### src/rtl/core/irpe_pkg.sv
// Shared types and constants for the IR pulse train encoder.
// Used by irpe_ctrl, irpe_datapath and the top level; no dependencies.
package irpe_pkg;

  // Encoding modes
  localparam logic [1:0] MODE_DIST  = 2'd0;
  localparam logic [1:0] MODE_WIDTH = 2'd1;
  localparam logic [1:0] MODE_RC5   = 2'd2;
  localparam logic [1:0] MODE_RC6   = 2'd3;

  // Configuration register indexes
  localparam int CFG_IDX_W = 3;
  localparam logic [CFG_IDX_W-1:0] CFG_MODE        = 3'd0;
  localparam logic [CFG_IDX_W-1:0] CFG_HDR_MARK    = 3'd1;
  localparam logic [CFG_IDX_W-1:0] CFG_HDR_SPACE   = 3'd2;
  localparam logic [CFG_IDX_W-1:0] CFG_UNIT_TIME   = 3'd3;
  localparam logic [CFG_IDX_W-1:0] CFG_ONE_TIME    = 3'd4;
  localparam logic [CFG_IDX_W-1:0] CFG_ZERO_TIME   = 3'd5;
  localparam logic [CFG_IDX_W-1:0] CFG_FOOTER_EN   = 3'd6;

  localparam int CFG_DATA_W = 16;
  localparam int TIME_W     = 17;
  localparam int CODE_W     = 48;
  localparam int BCNT_W     = 6;

  // Register reset values
  localparam logic [15:0] RST_HDR_MARK  = 16'd8000;
  localparam logic [15:0] RST_HDR_SPACE = 16'd4000;
  localparam logic [15:0] RST_UNIT_TIME = 16'd600;
  localparam logic [15:0] RST_ONE_TIME  = 16'd1600;
  localparam logic [15:0] RST_ZERO_TIME = 16'd550;

  // Kind of segment pair the datapath builds
  typedef enum logic [1:0] {
    PK_HEADER,     // header mark, header space
    PK_UNIT_PAIR,  // unit mark, unit space
    PK_UNIT_MARK,  // unit mark, no second segment
    PK_DATA        // one code bit, mode dependent
  } pair_kind_t;

  // Controller to datapath
  typedef struct packed {
    logic       load;
    logic       emit;
    pair_kind_t kind;
    logic       last;
  } ctrl_cmd_t;

  // Datapath to controller
  typedef struct packed {
    logic [1:0] mode;
    logic       footer_en;
    logic       skip;
    logic       n_zero;
    logic       pos_zero;
  } dp_stat_t;

endpackage

### src/rtl/core/irpe_ctrl.sv
// Frame sequencer for the IR pulse train encoder.
// Walks header, start, data and footer phases; depends on irpe_pkg.
module irpe_ctrl (
  input  logic               clk,
  input  logic               rst_n,
  input  logic               start,
  output logic               busy,
  input  irpe_pkg::dp_stat_t stat,
  output irpe_pkg::ctrl_cmd_t cmd
);

  typedef enum logic [2:0] {
    S_IDLE,
    S_LOAD,
    S_HDR,
    S_ST1,
    S_ST2,
    S_BITS,
    S_FTR
  } state_t;

  state_t state_r, state_nxt;
  logic   busy_r, busy_nxt;
  logic   ftr_on;

  // footer only exists in the two pulse modes
  assign ftr_on = stat.footer_en &&
                  (stat.mode == irpe_pkg::MODE_DIST || stat.mode == irpe_pkg::MODE_WIDTH);

  // next phase
  always_comb begin
    state_nxt = state_r;
    unique case (state_r)
      S_IDLE: begin
        if (start) state_nxt = S_LOAD;
      end
      S_LOAD: begin
        if (stat.mode == irpe_pkg::MODE_RC5)      state_nxt = S_ST1;
        else if (!stat.skip)                      state_nxt = S_HDR;
        else if (stat.mode == irpe_pkg::MODE_RC6) state_nxt = S_ST1;
        else if (!stat.n_zero)                    state_nxt = S_BITS;
        else if (ftr_on)                          state_nxt = S_FTR;
        else                                      state_nxt = S_IDLE;
      end
      S_HDR: begin
        if (stat.mode == irpe_pkg::MODE_RC6) state_nxt = S_ST1;
        else if (!stat.n_zero)               state_nxt = S_BITS;
        else if (ftr_on)                     state_nxt = S_FTR;
        else                                 state_nxt = S_IDLE;
      end
      S_ST1: begin
        if (stat.mode == irpe_pkg::MODE_RC5) state_nxt = S_ST2;
        else if (!stat.n_zero)               state_nxt = S_BITS;
        else                                 state_nxt = S_IDLE;
      end
      S_ST2: begin
        state_nxt = stat.n_zero ? S_IDLE : S_BITS;
      end
      S_BITS: begin
        if (stat.pos_zero) state_nxt = ftr_on ? S_FTR : S_IDLE;
      end
      S_FTR: begin
        state_nxt = S_IDLE;
      end
      default: state_nxt = S_IDLE;
    endcase
  end

  assign busy_nxt = (state_nxt != S_IDLE);

  // commands decoded from the current phase
  always_comb begin
    cmd      = '0;
    cmd.load = (state_r == S_LOAD);
    cmd.last = (state_nxt == S_IDLE);
    unique case (state_r)
      S_HDR:   begin cmd.emit = 1'b1; cmd.kind = irpe_pkg::PK_HEADER;    end
      S_ST1:   begin cmd.emit = 1'b1; cmd.kind = irpe_pkg::PK_UNIT_PAIR; end
      S_ST2:   begin cmd.emit = 1'b1; cmd.kind = irpe_pkg::PK_UNIT_MARK; end
      S_BITS:  begin cmd.emit = 1'b1; cmd.kind = irpe_pkg::PK_DATA;      end
      S_FTR:   begin cmd.emit = 1'b1; cmd.kind = irpe_pkg::PK_UNIT_MARK; end
      default: begin cmd.emit = 1'b0; cmd.kind = irpe_pkg::PK_HEADER;    end
    endcase
  end

  always_ff @(posedge clk) begin
    if (!rst_n) begin
      state_r <= S_IDLE;
      busy_r  <= 1'b0;
    end else begin
      state_r <= state_nxt;
      busy_r  <= busy_nxt;
    end
  end

  assign busy = busy_r;

endmodule

### src/rtl/core/irpe_datapath.sv
// Datapath of the IR pulse train encoder: configuration registers,
// code word and bit counters, and the registered result. Depends on irpe_pkg.
module irpe_datapath #(
  parameter int MAX_CODE_BITS    = 48,
  parameter int DOUBLE_BIT_INDEX = 4
) (
  input  logic                                 clk,
  input  logic                                 rst_n,
  // configuration write
  input  logic                                 cfg_we,
  input  logic [irpe_pkg::CFG_IDX_W-1:0]       cfg_index,
  input  logic [irpe_pkg::CFG_DATA_W-1:0]      cfg_data,
  // input transaction
  input  logic                                 in_take,
  input  logic [irpe_pkg::CODE_W-1:0]          in_code_word,
  input  logic [irpe_pkg::BCNT_W-1:0]          in_bit_count,
  input  logic                                 in_skip_header,
  // control
  input  irpe_pkg::ctrl_cmd_t                  cmd,
  output irpe_pkg::dp_stat_t                   stat,
  // result
  output logic                                 out_valid,
  output logic                                 out_first_is_mark,
  output logic [irpe_pkg::TIME_W-1:0]          out_first_time_us,
  output logic [irpe_pkg::TIME_W-1:0]          out_second_time_us,
  output logic                                 out_last_pair
);

  localparam int CW = $clog2(MAX_CODE_BITS + 1);
  localparam int IW = $clog2(MAX_CODE_BITS);
  localparam int EW = (MAX_CODE_BITS > irpe_pkg::CODE_W) ? MAX_CODE_BITS : irpe_pkg::CODE_W;
  localparam int TW = irpe_pkg::TIME_W;

  // configuration
  logic [1:0]  mode_r;
  logic [15:0] hdr_mark_r, hdr_space_r, unit_r, one_r, zero_r;
  logic        footer_en_r;

  // frame data
  logic [EW-1:0]               code_ext;
  logic [MAX_CODE_BITS-1:0]    code_r;
  logic                        skip_in_r, skip_r;
  logic [irpe_pkg::BCNT_W-1:0] bc_in_r;
  logic [6:0]                  bc7, n7;
  logic [CW-1:0]               n, n_m1;
  logic                        n_zero_r;
  logic [IW-1:0]               pos_r, idx_r;
  logic [EW-1:0]               code_in_r;

  // result
  logic          valid_r;
  logic          mark_r, mark_nxt;
  logic [TW-1:0] t1_r, t1_nxt, t2_r, t2_nxt;
  logic          last_r;

  logic          bit_val, dbl;
  logic [TW-1:0] unit_t, one_t, zero_t, hm_t, hs_t, dbl_t;

  // configuration registers
  always_ff @(posedge clk) begin
    if (!rst_n) begin
      mode_r      <= irpe_pkg::MODE_DIST;
      hdr_mark_r  <= irpe_pkg::RST_HDR_MARK;
      hdr_space_r <= irpe_pkg::RST_HDR_SPACE;
      unit_r      <= irpe_pkg::RST_UNIT_TIME;
      one_r       <= irpe_pkg::RST_ONE_TIME;
      zero_r      <= irpe_pkg::RST_ZERO_TIME;
      footer_en_r <= 1'b1;
    end else if (cfg_we) begin
      unique case (cfg_index)
        irpe_pkg::CFG_MODE:      mode_r      <= cfg_data[1:0];
        irpe_pkg::CFG_HDR_MARK:  hdr_mark_r  <= cfg_data;
        irpe_pkg::CFG_HDR_SPACE: hdr_space_r <= cfg_data;
        irpe_pkg::CFG_UNIT_TIME: unit_r      <= cfg_data;
        irpe_pkg::CFG_ONE_TIME:  one_r       <= cfg_data;
        irpe_pkg::CFG_ZERO_TIME: zero_r      <= cfg_data;
        irpe_pkg::CFG_FOOTER_EN: footer_en_r <= cfg_data[0];
        default: ;
      endcase
    end
  end

  // capture the transaction as it is accepted
  assign code_ext = EW'(in_code_word);

  always_ff @(posedge clk) begin
    if (in_take) begin
      code_in_r <= code_ext;
      bc_in_r   <= in_bit_count;
      skip_in_r <= in_skip_header;
    end
  end

  // bit count saturates at the code register size
  assign bc7  = 7'(bc_in_r);
  assign n7   = (bc7 > 7'(MAX_CODE_BITS)) ? 7'(MAX_CODE_BITS) : bc7;
  assign n    = n7[CW-1:0];
  assign n_m1 = n - CW'(1);

  // load the frame, then step one bit per data pair
  always_ff @(posedge clk) begin
    if (cmd.load) begin
      code_r   <= code_in_r[MAX_CODE_BITS-1:0];
      skip_r   <= skip_in_r;
      n_zero_r <= (n == '0);
      pos_r    <= n_m1[IW-1:0];
      idx_r    <= '0;
    end else if (cmd.emit && cmd.kind == irpe_pkg::PK_DATA) begin
      pos_r <= pos_r - IW'(1);
      idx_r <= idx_r + IW'(1);
    end
  end

  // status; skip is read in the load cycle, so it comes straight from capture
  always_comb begin
    stat.mode      = mode_r;
    stat.footer_en = footer_en_r;
    stat.skip      = cmd.load ? skip_in_r : skip_r;
    stat.n_zero    = cmd.load ? (n == '0) : n_zero_r;
    stat.pos_zero  = (pos_r == '0);
  end

  // pair values
  assign bit_val = code_r[pos_r];
  assign dbl     = (7'(idx_r) == 7'(DOUBLE_BIT_INDEX - 1));
  assign unit_t  = TW'(unit_r);
  assign one_t   = TW'(one_r);
  assign zero_t  = TW'(zero_r);
  assign hm_t    = TW'(hdr_mark_r);
  assign hs_t    = TW'(hdr_space_r);
  assign dbl_t   = dbl ? {unit_r, 1'b0} : unit_t;

  always_comb begin
    mark_nxt = 1'b1;
    t1_nxt   = unit_t;
    t2_nxt   = unit_t;
    case (cmd.kind)
      irpe_pkg::PK_HEADER: begin
        t1_nxt = hm_t;
        t2_nxt = hs_t;
      end
      irpe_pkg::PK_UNIT_PAIR: ;
      irpe_pkg::PK_UNIT_MARK: begin
        t2_nxt = '0;
      end
      irpe_pkg::PK_DATA: begin
        case (mode_r)
          irpe_pkg::MODE_DIST: begin
            t2_nxt = bit_val ? one_t : zero_t;
          end
          irpe_pkg::MODE_WIDTH: begin
            t1_nxt = bit_val ? one_t : unit_t;
            t2_nxt = zero_t;
          end
          irpe_pkg::MODE_RC5: begin
            mark_nxt = ~bit_val;
          end
          default: begin
            mark_nxt = bit_val;
            t1_nxt   = dbl_t;
            t2_nxt   = dbl_t;
          end
        endcase
      end
      default: ;
    endcase
  end

  // result register, one strobe per pair
  always_ff @(posedge clk) begin
    if (!rst_n) valid_r <= 1'b0;
    else        valid_r <= cmd.emit;
  end

  always_ff @(posedge clk) begin
    if (cmd.emit) begin
      mark_r <= mark_nxt;
      t1_r   <= t1_nxt;
      t2_r   <= t2_nxt;
      last_r <= cmd.last;
    end
  end

  assign out_valid          = valid_r;
  assign out_first_is_mark  = mark_r;
  assign out_first_time_us  = t1_r;
  assign out_second_time_us = t2_r;
  assign out_last_pair      = last_r;

endmodule

### src/rtl/core/ir_remote_pulse_train_encoder_unit.sv
// IR remote pulse train encoder: top level joining sequencer and datapath.
// Depends on irpe_pkg, irpe_ctrl and irpe_datapath.
//
// A frame is accepted when start is high and busy is low. The S_LOAD state
// then loads the frame, and from then on one segment pair is produced every
// cycle, each shown for a single cycle with out_valid high; the receiver
// cannot stall, so it must take a pair on every strobe. out_last_pair marks
// the final pair. Busy stays high from the load state through the final
// pair; the rate is set by the sequencer emitting one pair per cycle. A
// frame that produces no pairs still takes the load cycle. Write
// configuration only while busy is low and no strobe is pending; cfg_ready
// is always high.
module ir_remote_pulse_train_encoder_unit #(
  parameter int MAX_CODE_BITS    = 48,
  parameter int DOUBLE_BIT_INDEX = 4
) (
  input  logic                            clk,
  input  logic                            rst_n,
  // input transaction
  input  logic                            start,
  output logic                            busy,
  input  logic [irpe_pkg::CODE_W-1:0]     in_code_word,
  input  logic [irpe_pkg::BCNT_W-1:0]     in_bit_count,
  input  logic                            in_skip_header,
  // result
  output logic                            out_valid,
  output logic                            out_first_is_mark,
  output logic [irpe_pkg::TIME_W-1:0]     out_first_time_us,
  output logic [irpe_pkg::TIME_W-1:0]     out_second_time_us,
  output logic                            out_last_pair,
  // configuration
  input  logic                            cfg_valid,
  output logic                            cfg_ready,
  input  logic [irpe_pkg::CFG_IDX_W-1:0]  cfg_index,
  input  logic [irpe_pkg::CFG_DATA_W-1:0] cfg_data
);

  irpe_pkg::ctrl_cmd_t cmd;
  irpe_pkg::dp_stat_t  stat;
  logic                in_take;

  assign cfg_ready = 1'b1;
  assign in_take   = start && !busy;

  irpe_ctrl u_ctrl (
    .clk   (clk),
    .rst_n (rst_n),
    .start (start),
    .busy  (busy),
    .stat  (stat),
    .cmd   (cmd)
  );

  irpe_datapath #(
    .MAX_CODE_BITS    (MAX_CODE_BITS),
    .DOUBLE_BIT_INDEX (DOUBLE_BIT_INDEX)
  ) u_dp (
    .clk                (clk),
    .rst_n              (rst_n),
    .cfg_we             (cfg_valid && cfg_ready),
    .cfg_index          (cfg_index),
    .cfg_data           (cfg_data),
    .in_take            (in_take),
    .in_code_word       (in_code_word),
    .in_bit_count       (in_bit_count),
    .in_skip_header     (in_skip_header),
    .cmd                (cmd),
    .stat               (stat),
    .out_valid          (out_valid),
    .out_first_is_mark  (out_first_is_mark),
    .out_first_time_us  (out_first_time_us),
    .out_second_time_us (out_second_time_us),
    .out_last_pair      (out_last_pair)
  );

endmodule
### config.mk
export PLATFORM = sky130hd
export DESIGN_NAME = ir_remote_pulse_train_encoder_unit
export DESIGN_NICKNAME = d
export VERILOG_FILES = /design/src/rtl/core/irpe_pkg.sv /design/src/rtl/core/irpe_ctrl.sv /design/src/rtl/core/irpe_datapath.sv /design/src/rtl/core/ir_remote_pulse_train_encoder_unit.sv
export SDC_FILE = /design/constraint.sdc
export NUM_CORES = 1
export LEC_CHECK = 0
export BUFFER_PORTS_ARGS = -buffer_cell sky130_fd_sc_hd__buf_2
export CAP_MARGIN = 10
export CORE_MARGIN = 2
export CORE_UTILIZATION = 35
export CTS_CLUSTER_SIZE = 16
export DETAILED_ROUTE_END_ITERATION = 6
export HOLD_SLACK_MARGIN = 0.03
export REMOVE_ABC_BUFFERS = 1
export SYNTH_ARGS = -nofsm -noshare
export SYNTH_HDL_FRONTEND = slang
export SYNTH_SLANG_ARGS = --single-unit
### constraint.sdc
create_clock -name clk -period 4.4 [get_ports clk]
set_clock_uncertainty 0.05 [all_clocks]
set_input_delay 0.66 -clock clk [delete_from_list [all_inputs] [get_ports clk]]
set_output_delay 0.66 -clock clk [all_outputs]
set_load 0.03 [all_outputs]
Word level (Yosys, flattened, before mapping)
Index checks and enable logic that the tools add are counted.

storage, ports and cells
  register bits = 241
  latch bits = 0
  memory bits (writable) = 0
  bits in read-only memories = 0
  input bits = 78
  output and inout port bits = 39
  word-level logic and storage cells = 96
  memories = 0

operators by class
  add/subtract/negate cells = 3
  $mul = 0
  div/mod/pow operators = 0
  order comparisons = 2
  equal/unequal tests = 18
  shifts and indexed selects = 0
  mux-type cells = 26
  bitwise gates (word level) = 1
  reduce and logical (&&, ||, !) cells = 24

operators by type and width
  cell                                                                           count
  17-bit case mux with 3 select lines                                            2
  17-bit case mux with 2 select lines                                            2
  16-bit two-way mux                                                             2
  3-bit two-way mux                                                              9
  3-bit equality test (second input constant)                                    6
  6-bit two-way mux                                                              3
  3-bit case mux with 6 select lines                                             1
  17-bit two-way mux                                                             1
  2-bit AND reduction                                                            7
  3-bit by 2-bit equality test with 1-bit output (second input constant)         4
  6-bit zero test                                                                2
  3-bit case mux with 4 select lines                                             1
  6-bit by 1-bit subtractor with 6-bit output (second input constant)            2
  3-bit zero test                                                                3
  2-bit equality test (second input constant)                                    4
  6-bit by 7-bit less-than comparator with 1-bit output (second input constant)  1
  6-bit by 1-bit adder with 6-bit output (second input constant)                 1
  1-bit binary-select mux with 6-bit select                                      1
  3-bit by 1-bit equality test with 1-bit output (second input constant)         2
  6-bit by 2-bit equality test with 1-bit output (second input constant)         1
  6-bit greater-than comparator (second input constant)                          1
  2-bit OR reduction                                                             3
  2-bit zero test                                                                2
  1-bit logical AND                                                              3
  8 further kinds                                                                10

Logic depth before layout (Yosys ltp)
Gate-level depths: netlist (run 1).

  depth after elaboration = 10
  depth in mapped cells = 10
  gate-level depth less buffers = 8

Modules after synthesis
Synthesis (run 1) repeated with hierarchy kept, for this count alone.

unflattened totals
  cells, all modules = 1009
  area total of the unflattened synthesis = 10717.8 um^2

by module, submodules not included
  module                              times used  cells each  area each (um^2)  seq. area each (um^2)
  irpe_datapath                       1           951         10257.3           6195.9
  irpe_ctrl                           1           55          435.4             80.1
  ir_remote_pulse_train_encoder_unit  1           3           25.0              0.0

Worst setup path after synthesis (run 1)
No wires, ideal clock.

  path type = input to register
  start point = in start
  end point = reg u_dp.bc_in_r[0] (netlist bit) (enable)
  library setup time = 473 ps
  data arrival time = 3090 ps
  required time = 3877 ps
  setup slack = 787 ps
  stages = 1
  buffers on the path = 0
  cell sequence = nor2b_1

on the way
  cells in the longest elaborated chain, start to end = 1

RTL lines
  what                    RTL line                                  RTL
  start: declaration      ir_remote_pulse_train_encoder_unit.sv:20  input logic start,
  1-bit logical AND       ir_remote_pulse_train_encoder_unit.sv:43  assign in_take = start && !busy;
  end signal: assignment  irpe_datapath.sv:89                       bc_in_r <= in_bit_count;
  end: declaration        irpe_datapath.sv:43                       logic [irpe_pkg::BCNT_W-1:0] bc_in_r;

No other way between the ends.
A chain may end at the register's enable or synchronous reset.

Worst setup path after layout (run 1)
  start point = reg u_dp.pos_r[0]
  end point = reg u_dp.t2_r[0], in the netlist u_dp.out_second_time_us[0], data pin

on the way
  cells in the longest elaborated chain, start to end = 5

RTL lines
  what                                       RTL line              RTL
  start: declaration                         irpe_datapath.sv:47   logic [IW-1:0] pos_r, idx_r;
  start signal: assignment                   irpe_datapath.sv:106  pos_r <= n_m1[IW-1:0];
  start signal: assignment                   irpe_datapath.sv:109  pos_r <= pos_r - IW'(1);
  1-bit binary-select mux with 6-bit select  irpe_datapath.sv:124  assign bit_val = code_r[pos_r];
  1-bit two-way mux (not written as such)    irpe_datapath.sv:124
  16-bit two-way mux                         irpe_datapath.sv:149  t2_nxt = bit_val ? one_t : zero_t;
  17-bit case mux with 3 select lines        irpe_datapath.sv:147  case (mode_r)
  17-bit case mux with 3 select lines        irpe_datapath.sv:137  case (cmd.kind)
  via u_dp.t2_nxt[0]                         irpe_datapath.sv:53   logic [TW-1:0] t1_r, t1_nxt, t2_r, t2_nxt;
  end signal: assignment                     irpe_datapath.sv:179  t2_r <= t2_nxt;
  end: declaration                           irpe_datapath.sv:53

The timed path passes the listed nets, and every way through them passes these cells. The select of a mux whose other input is x is not followed.

==> qor.yml, run 1 <==
placed_design:
  hpwlAfterDp_um: 17100
  place_ws_ps: 1120
  gp_congestion: 0.798
  portBuffers: 115
yosys:
  syn_area_per_cell_um2: 11.2
  synth_top_family_by_area: "compound AO/OA/AOI/OAI gates"
  synth_warnings: 0
  synthSimpleGateAreaFrac_pct: 15.0
  synthXorXnorAreaFrac_pct: 0.499
  synthMuxAreaShare_pct: 6.29
  netlist_area_mm2: 0.0105
  synth_top_flop_cell: "edfxtp_1"
  synth_cell_type_count: 62
  postSynth.asyncResetShare_pct: 0
  yosysSeqAreaShare_pct: 59.4
  ys_ff_latch: 240
  synth_enable_flop_cells: 145
  synthCells: 940
  synth-compound-area-share_pct: 15.2
  synth_fa_ha_area_share_pct: 0.238
power:
  cellPowerDensity_mw_per_mm2: 608
  peakVddDrop_uv: 361
  p_clk_share_pct: 28.0
  p_sw_share_pct: 33.4
  p_sw_mw: 2.48
  total_power_mw: 7.43
  intPower_mw: 4.95
  p_seq_share_pct: 43.8
  comb_power_share_pct: 28.2
  p_leak_nw: 4.51
global_route:
  grt_pass1_wl_um: 41500
  track_usage_pct: 17.2
  grt_pass1_vias: 7280
  antenna_found_initial: 2
  grt_max_degree: 56
  grt_remaining_overflow: 0
critical_path:
  crit_path_start: "u_dp.pos_r[0]"
  path_delay_family: "simple AND/OR/NAND/NOR gates"
  cp-end-kind: "register"
  worstPathRequired_ps: 4730
  critPathMaxStageDelay_ps: 730
  reg2reg_from: "u_dp.pos_r[0]"
  crit_chain: "mux4_1 -> o2111ai_1 -> nand4_1 -> nor2_1 -> o211ai_1 -> a31oi_1"
  cpMaxStageDelayCell: "edfxtp_1"
  crit_path_max_fanout: 12
  start_kind: "register"
  path_buf_inv: 0
  crit_type: "register to register"
  crit_arrival_ps: 3550
outcome:
  status: "completed"
floorplanning:
  io_pins: 117
  die_h_um: 177
  die_area_mm2: 0.0315
  rows: 63
  design.core.area_mm2: 0.0296
  start_util_pct: 35.5
  die_w_um: 177
cells_and_area:
  final_core_util_pct: 41.3
  diodes: 0
  nFillCells: 2857
  syn_to_final_growth_pct: 16.1
  multi_input_area_mm2: 0.00395
  nNetsFinal: 1118
  seq_area_mm2: 0.00626
  drive_gt1_share_pct: 18.4
worst_hold_path:
  hold_path.class: "input pin to register"
  holdCritStartpoint: "in_code_word[30]"
timing:
  post-route-period-util_pct: 73.3
  timing.hold.ws_ps: 256
  min_period_ps: 3220
  setup_viol: 0
  finalHoldViolCount: 0
  rsz0062_at_grt: "false"
  slew_violations: 0
  fin_ws_ps: 1180
  tns_ps: 0
  slew_headroom_pct: 27.2
  max_freq_mhz: 310
  tightestPinTransition_ps: 1090
cts:
  post-cts-setup-buffers: 0
  cts_root_buf: "clkbuf_16"
  cts_made_buffers: 26
  cts_resized: 0
  cts_buffer_depth: 3
  cts_tree: "yes"
  cts.clk_slew.worst_paths_ps: 60
  cts_num_sinks: 240
  clkLatencyLatePin_ps: 530
  cts_hold_buf: 0
  h-tree-depth: 1
drt:
  top_layer_used: "met5"
  dr_wl_met3_um: 1950
  wl_per_cell_um: 18.9
  vias: 7603
  ant_nets: 0
  met1Wirelength_um: 12100
  drt_iter0_drc: 632
  dr.pass1.iters: 4
  routed_wl_um: 27300
  viasPerCell: 5.25
  drc: 0
  met2_length_um: 12600
job:
  cap_violations: 0
[layer usage]
metal / up-vias / GRT usage [%]
met5: - / 0
met4: 4 / 4.78
met3: 59 / 3.15
met2: 265 / 27.4
met1: 3655 / 24.1
li1: 3620 / -
[cells in the final DEF, fill, tap and decap left out, types with 5 or more instances in the layout]
master / instances
o22ai_1: 15
mux4_2: 6
a221oi_2: 9
a21boi_0: 64
o21a_1: 6
a21oi_1: 27
o22a_1: 7
a221oi_1: 9
clkinv_2: 5
edfxtp_1: 145
inv_1: 8
and3_1: 13
a211oi_1: 5
nor2_1: 44
a21o_1: 19
clkbuf_1: 8
and2_1: 6
clkbuf_16: 27
nand2_1: 185
nand3_1: 37
buf_2: 115
nand2b_1: 8
o21ai_0: 34
dfxtp_1: 95
mux2i_1: 41
nor3_1: 5
nor2b_1: 21
o21ai_1: 10
buf_4: 12
[cell usage after synthesis, types with 9 or more instances]
cell type / n / area share (%)
a21oi_1: 27 / 1.3
edfxtp_1: 145 / 41
clkbuf_1: 41 / 1.5
dfxtp_1: 95 / 18
mux2i_1: 41 / 3.9
a21o_1: 19 / 1.4
nor2b_1: 22 / 1.3
nand2_1: 185 / 6.6
o22ai_1: 15 / 0.89
a21boi_0: 64 / 4.6
o21ai_0: 34 / 1.6
nand3_1: 37 / 1.8
a221oi_1: 9 / 0.75
a221oi_2: 9 / 1.3
and3_1: 13 / 0.77
o21ai_1: 10 / 0.48
nor2_1: 46 / 1.6
[power groups by stage]
stage          registers (mW)  logic (mW)  clock network, mW
6_report                 3.25        2.10               2.08
5_1_grt                  3.30        2.28               2.22
2_1_floorplan            3.47        1.21                  0
3_3_place_gp             3.30        2.07                  0
4_1_cts                  3.26        2.10               2.13
3_5_place_dp             3.30        2.09                  0
[kinds of logic after synthesis]
logic type | count (synthesis)
fa+ha+maj | 2
xor+xnor | 6
simple gates | 349
flops | 240
compound gates | 223
buf+inv | 67
other cells | 1
mux | 52
[layout make-up]
cell class,instances,area share (%)
inverters,10,0.420
flip-flops and latches,240,51.2
multi-input cells,633,32.3
well taps,390,3.99
repair buffers,127,5.44
clock inverters,10,0.675
clock buffers,37,6.00
[registers in the layout, indices dropped and copies added, names as in the netlist]
register,flops
u_dp.mode_r,2
u_dp.unit_r,16
u_dp.bc_in_r,6
u_dp.hdr_space_r,16
u_dp.out_valid,1
u_dp.one_r,16
u_dp.zero_r,16
u_dp.out_first_is_mark,1
u_dp.code_r,48
u_dp.out_last_pair,1
u_ctrl.busy,1
u_dp.pos_r,6
u_dp.code_in_r,48
u_dp.n_zero_r,1
u_dp.hdr_mark_r,16
u_dp.footer_en_r,1
u_dp.skip_in_r,1
u_dp.out_first_time_us,17
u_dp.out_second_time_us,17
u_dp.idx_r,6
u_ctrl.state_r,3
[worst register-to-register path, stage by stage, from the launching register on]
cell and delay (ps):
edfxtp_1 730, mux4_1 650, o2111ai_1 280, nand4_1 240
nor2_1 730, o211ai_1 210, a31oi_1 190
[metrics by stage]
stage	area (µm²)	cells
5_1_grt	12200	1447
3_3_place_gp	11400	1400
3_5_place_dp	11400	1400
4_1_cts	12200	1447
6_report	12200	1447
2_1_floorplan	10200	883
[path summary, 6_finish.rpt]
check / slack, ps / endpoint / cells past startpoint
max: 1180 / u_dp.out_second_time_us[0] / 6
min: 260 / u_dp.code_in_r[30] / 1
max reg2reg: 1180 / u_dp.out_second_time_us[0] / 6
min reg2reg: 370 / u_dp.code_r[28] / 0
Power figures use the tool's default switching activity.
==> run 2: changes to the inputs <==
--- a/config.mk
+++ b/config.mk
@@ -5,6 +5,7 @@
 export SDC_FILE = /design/constraint.sdc
 export NUM_CORES = 1
 export LEC_CHECK = 0
+export ABC_AREA = 1
 export BUFFER_PORTS_ARGS = -buffer_cell sky130_fd_sc_hd__buf_2
 export CAP_MARGIN = 10
 export CORE_MARGIN = 2
==> constraint.sdc (replaced) <==
create_clock -name clk -period 2.9 [get_ports clk]
set_clock_uncertainty 0.05 [all_clocks]
set_input_delay 0.435 -clock clk [delete_from_list [all_inputs] [get_ports clk]]
set_output_delay 0.435 -clock clk [all_outputs]
set_load 0.03 [all_outputs]
==> run 2 against run 1 <==
Register-to-register slack lost 850 ps. Synthesized cell count is 27% higher. Flip-flop and latch count grew 1. Sequential power rose by 49%. Area after synthesis rose by 0.20%. Combinational power rose by 79%. Via count is 14% higher. Critical path depth is 7 higher. Routed wire length up 3.4%. Global-route usage is 0.51 points higher. Worst setup slack worse by 850 ps. Largest cell class unchanged. First-iteration DRC count up 3.6%.
==> qor.yml, run 2 <==
yosys:
  syn_area_per_cell_um2: 8.85
  synth_enable_flop_cells: 145
  synth_top_flop_cell: "edfxtp_1"
  synth_warnings: 0
  synthSimpleGateAreaFrac_pct: 20.4
  netlist_area_mm2: 0.0106
  synth_fa_ha_area_share_pct: 0.237
  yosysTopAreaCellShare_pct: 41.3
  synth_top_area_cell: "edfxtp_1"
  synthXorXnorAreaFrac_pct: 0.332
  yosysSeqAreaShare_pct: 59.5
  ys_ff_latch: 241
  synth-compound-area-share_pct: 11.1
  synth.top_cells.by_count: "295 x nand2_1, 160 x inv_1, 145 x edfxtp_1"
  synthCells: 1192
  postSynth.asyncResetShare_pct: 0
  netlist_top_cells_area: "edfxtp_1 41%, dfxtp_1 18%, nand2_1 10%"
  synth_top_family_by_area: "simple AND/OR/NAND/NOR gates"
  synthMuxAreaShare_pct: 0
  yosysMostFrequentCell: "nand2_1"
  synth_cell_type_count: 35
drt:
  vias: 8692
  met1Wirelength_um: 12400
  ant_nets: 0
  viasPerCell: 4.90
  routed_wl_um: 28200
  top_layer_used: "met4"
  met2_length_um: 13000
  wl_per_cell_um: 15.9
  dr.pass1.iters: 5
  dr_wl_met3_um: 2190
  drc: 0
  drt_iter0_drc: 655
critical_path:
  crit_path_start: "u_dp.pos_r[0]"
  start_kind: "register"
  cp-end-kind: "register"
  crit_path_max_fanout: 33
  crit_arrival_ps: 2850
  worstPathRequired_ps: 3170
  reg2reg_from: "u_dp.pos_r[0]"
  crit_type: "register to register"
global_route:
  grt_pass1_vias: 8135
  track_usage_pct: 17.7
  antenna_found_initial: 0
  grt_pass1_wl_um: 43700
  grt_remaining_overflow: 0
  grt_max_degree: 60
cells_and_area:
  drive_gt1_share_pct: 14.2
  syn_to_final_growth_pct: 23.4
  final_common_cell: "nand2_1"
  final_core_util_pct: 43.9
  diodes: 0
  layoutNonFillerInstCount: 1775
  mostFrequentLayoutCells: "294 x nand2_1, 160 x inv_1, 145 x edfxtp_1"
  largestRegisters: "u_dp.code_in_r: 48 flops, u_dp.code_r: 48 flops"
  post-route-cell-area_mm2: 0.0130
  nNetsFinal: 1447
power:
  p_leak_nw: 5.64
  total_power_mw: 11.9
  peakVddDrop_uv: 673
  cellPowerDensity_mw_per_mm2: 911
floorplanning:
  rows: 63
  io_pins: 117
  die_area_mm2: 0.0316
  design.core.area_mm2: 0.0296
  die_w_um: 178
  die_h_um: 178
  start_util_pct: 35.6
job:
  cap_violations: 0
timing:
  finalHoldViolCount: 0
  tns_ps: 0
  max_freq_mhz: 388
  slew_violations: 0
  timing.hold.ws_ps: 50.9
  min_period_ps: 2580
  fin_ws_ps: 322
  tightestPinTransition_ps: 871
  rsz0062_at_grt: "false"
  post-route-period-util_pct: 88.9
  setup_viol: 0
  slew_headroom_pct: 41.9
cts:
  post-cts-setup-buffers: 0
  cts_hold_buf: 51
  cts_num_sinks: 241
  clkLatencyLatePin_ps: 530
  cts_tree: "yes"
  h-tree-depth: 1
  cts_resized: 0
  cts_buffer_depth: 3
  cts.clk_slew.worst_paths_ps: 60
  cts_made_buffers: 26
  cts_root_buf: "clkbuf_16"
worst_hold_path:
  holdCritStartpoint: "in_code_word[20]"
  hold_path.class: "input pin to register"
placed_design:
  gp_congestion: 0.893
  portBuffers: 115
  hpwlAfterDp_um: 18500
  placed_cells: 1677
  dpl_cell_area_mm2: 0.0117
  place_ws_ps: 430
outcome:
  status: "completed"
==> run 2: worst paths after layout <==
kind | to | slack (ps) | cells past startpoint
hold / removal | u_dp.code_in_r[20] | 50 | 1
hold reg to reg | u_dp.code_r[47] | 370 | 0
setup reg to reg | u_dp.out_second_time_us[1] | 320 | 13
setup / recovery | u_dp.out_second_time_us[1] | 320 | 13
==> run 2: routing by layer <==
metal | global-route usage (%) | up-vias
met5 | 0 | -
met4 | 5.12 | 0
met3 | 3.98 | 55
met2 | 29.2 | 320
met1 | 23.4 | 3989
li1 | - | 4328
==> run 2: where the power goes <==
group / leakage [nW] / switching, mW / internal [mW] / total, mW
Sequential: 2.13 / 0.281 / 4.57 / 4.85
Combinational: 3.10 / 2.63 / 1.12 / 3.75
Clock: 0.406 / 1.33 / 1.93 / 3.26
Total: 5.64 / 4.24 / 7.62 / 11.9
==> run 2: logic make-up (layout without fill, tap and decap cells) <==
| group | count (synthesis) | in the layout |
|---|---|---|
| AND/OR/NAND/NOR | 511 | 511 |
| buffers and inverters | 218 | 411 |
| other | 1 | 1 |
| adder cells (fa/ha/maj) | 2 | 2 |
| AO/OA/AOI/OAI | 215 | 215 |
| flip-flops | 241 | 241 |
| XOR/XNOR | 4 | 4 |
==> run 2: critical path, stage by stage (launching register included) <==
cell	delay, ps
edfxtp_1	530
buf_4	290
nand2_1	90
nand3_1	90
nand2_1	60
nand2_1	50
nand2_1	50
inv_1	60
nand2_2	70
nand2_4	70
nand3_4	340
nand2_1	200
o211ai_1	100
a21oi_1	300
==> run 2: area by class of cell <==
| cell class | count | area, µm² |
|---|---|---|
| Multi-Input combinational cell | 733 | 3410 |
| Clock inverter | 11 | 121 |
| Timing Repair Buffer | 200 | 1380 |
| Inverter | 165 | 622 |
| Clock buffer | 35 | 726 |
| Fill cell | 2882 | 16600 |
| Sequential cell | 241 | 6280 |
| Tap cell | 390 | 488 |
==> run 3: changes to the inputs <==
--- a/config.mk
+++ b/config.mk
@@ -8,7 +8,6 @@
 export ABC_AREA = 1
 export BUFFER_PORTS_ARGS = -buffer_cell sky130_fd_sc_hd__buf_2
 export CAP_MARGIN = 10
-export CORE_MARGIN = 2
 export CORE_UTILIZATION = 35
 export CTS_CLUSTER_SIZE = 16
 export DETAILED_ROUTE_END_ITERATION = 6
==> constraint.sdc (replaced) <==
create_clock -name clk -period 2.3 [get_ports clk]
set_clock_uncertainty 0.05 [all_clocks]
set_input_delay 0.345 -clock clk [delete_from_list [all_inputs] [get_ports clk]]
set_output_delay 0.345 -clock clk [all_outputs]
set_load 0.03 [all_outputs]
==> run 3 against run 2 <==
Sequential share of layout area down 0.91 points. Global-route usage rose by 0.66 points. Critical path depth grew 2. Hold slack lost 3.1 ps. Non-clock buffer count is 19 higher. Routed wire length is 1.8% higher. Die area is 2.2% lower. Register-to-register slack worse by 190 ps. Largest cell class unchanged. Largest power group unchanged.
==> qor.yml, run 3 (synthesis gave the netlist of run 2 again) <==
outcome:
  status: "completed"
floorplanning:
  rows: 63
  die_h_um: 176
  design.core.area_mm2: 0.0296
  die_area_mm2: 0.0308
  start_util_pct: 35.6
  die_w_um: 176
  io_pins: 117
job:
  cap_violations: 0
drt:
  viasPerCell: 4.89
  vias: 8790
  dr.pass1.iters: 5
  ant_nets: 0
  wl_per_cell_um: 16.0
  drt_iter0_drc: 697
  drc: 0
  routed_wl_um: 28700
cells_and_area:
  final_common_cell: "nand2_1"
  drive_gt1_share_pct: 16.4
  syn_to_final_growth_pct: 25.8
  layoutNonFillerInstCount: 1798
  mostFrequentLayoutCells: "289 x nand2_1, 158 x inv_1, 145 x edfxtp_1"
  nNetsFinal: 1468
  final_core_util_pct: 44.8
  nFillCells: 2914
  largestRegisters: "u_dp.code_in_r: 48 flops, u_dp.code_r: 48 flops"
critical_path:
  crit_path_max_fanout: 15
  cp-end-kind: "register"
  crit_path_start: "u_dp.pos_r[0]"
  reg2reg_depth: 15
  worstPathRequired_ps: 2510
  crit_type: "register to register"
  worstSetupEndpoint: "u_dp.out_first_time_us[9]"
  crit_arrival_ps: 2380
  reg2reg_from: "u_dp.pos_r[0]"
  r2r_setup_slack_ps: 130
  timing.rr.end: "u_dp.out_first_time_us[9]"
  start_kind: "register"
power:
  comb_power_share_pct: 34.6
  intPower_mw: 9.84
  peakVddDrop_uv: 594
  p_sw_mw: 5.46
  p_seq_share_pct: 39.8
  cellPowerDensity_mw_per_mm2: 1150
  p_leak_nw: 5.74
  p_sw_share_pct: 35.7
  p_clk_share_pct: 25.6
placed_design:
  portBuffers: 115
  placed_cells: 1689
  hpwlAfterDp_um: 18600
  gp_congestion: 0.843
timing:
  post-route-period-util_pct: 94.3
  finalHoldViolCount: 0
  slew_violations: 0
  rsz0062_at_grt: "true"
  setup_viol: 0
  min_period_ps: 2170
  max_freq_mhz: 461
  slew_headroom_pct: 45.6
  tightestPinTransition_ps: 816
global_route:
  grt_max_degree: 46
  antenna_found_initial: 2
  track_usage_pct: 18.4
  grt_remaining_overflow: 0
  grt_pass1_wl_um: 44500
  grt_pass1_vias: 8456
cts:
  cts_tree: "yes"
  clkLatencyLatePin_ps: 520
  cts.clk_slew.worst_paths_ps: 60
  h-tree-depth: 1
  cts_num_sinks: 241
  cts_root_buf: "clkbuf_16"
  cts_buffer_depth: 3
  cts_made_buffers: 25
worst_hold_path:
  hold_path.class: "input pin to register"
run 3: worst min path at each step:
stage                                  start                   end  cells past startpoint
after floorplan            u_dp.code_in_r[0]        u_dp.code_r[0]                      0
after CTS                        cfg_data[9]   u_dp.hdr_space_r[9]                      3
after detailed placement  u_dp.code_in_r[42]       u_dp.code_r[42]                      0
final                            cfg_data[9]   u_dp.hdr_space_r[9]                      3
after global routing            cfg_data[11]  u_dp.hdr_space_r[11]                      3
after global placement     u_dp.code_in_r[7]        u_dp.code_r[7]                      0
run 3: repair_timing:
action                                 CTS  global route
setup endpoints to repair                0            32
endpoints found under the hold margin   56             0
buffers inserted                         0             3
hold buffers                            56             0
resized for setup                        0            29
run 3: layout make-up:
class | count | area [µm²] | area share, %
Multi-Input combinational cell | 733 | 3470 | 26.1
Antenna cell | 1 | 2.50 | 0.0189
Sequential cell | 241 | 6280 | 47.3
Timing Repair Buffer | 219 | 1600 | 12.0
Inverter | 165 | 628 | 4.73
Timing Repair inverter | 3 | 18.8 | 0.141
Clock buffer | 33 | 676 | 5.09
Clock inverter | 13 | 118 | 0.886
Tap cell | 390 | 488 | 3.68
run 3: power by group through the flow:
stage,Clock [mW],Combinational [mW],Sequential [mW]
CTS,4.02,5.07,6.10
detailed placement,0,4.97,6.19
global placement,0,4.93,6.17
global route,4.19,5.86,6.17
finish,3.92,5.29,6.09
floorplan,0,2.51,6.79
run 3: worst max-delay path: stages (launching register included):
cell and delay, ps:
edfxtp_1 390, buf_6 160, buf_6 150, nor2_2 100
nor2_1 40, o21ai_1 70, nand3_1 110, nand3_2 90
nand2_2 70, nand2_4 80, nand3_4 100, buf_12 170
o21ai_1 120, nand2_1 60, nand3_1 80, nand2_2 70
run 3: through the flow:
step                cell area, µm²  worst slack [ps]  setup TNS [ps]  hold WS, ps  total power, mW
finish                       13300               130               0         47.7             15.3
global route                 13300             -59.9            -647         55.2             16.2
CTS                          13100              39.7               0         42.0             15.2
detailed placement           11800              71.3               0          355             11.2
global placement             11800              63.0               0          353             11.1
floorplan                    10300             -2140         -140990          350             9.31
run 3: metal layers:
metal | wire, µm | up-vias | part of all wire [%] | global-route usage [%]
li1 | - | 4365 | - | -
met1 | 13100 | 4069 | 45 | 24.9
met2 | 13000 | 297 | 45 | 30.0
met3 | 1950 | 59 | 6.8 | 2.90
met4 | 752 | 0 | 2.6 | 6.23
met5 | 0 | - | 0 | 0
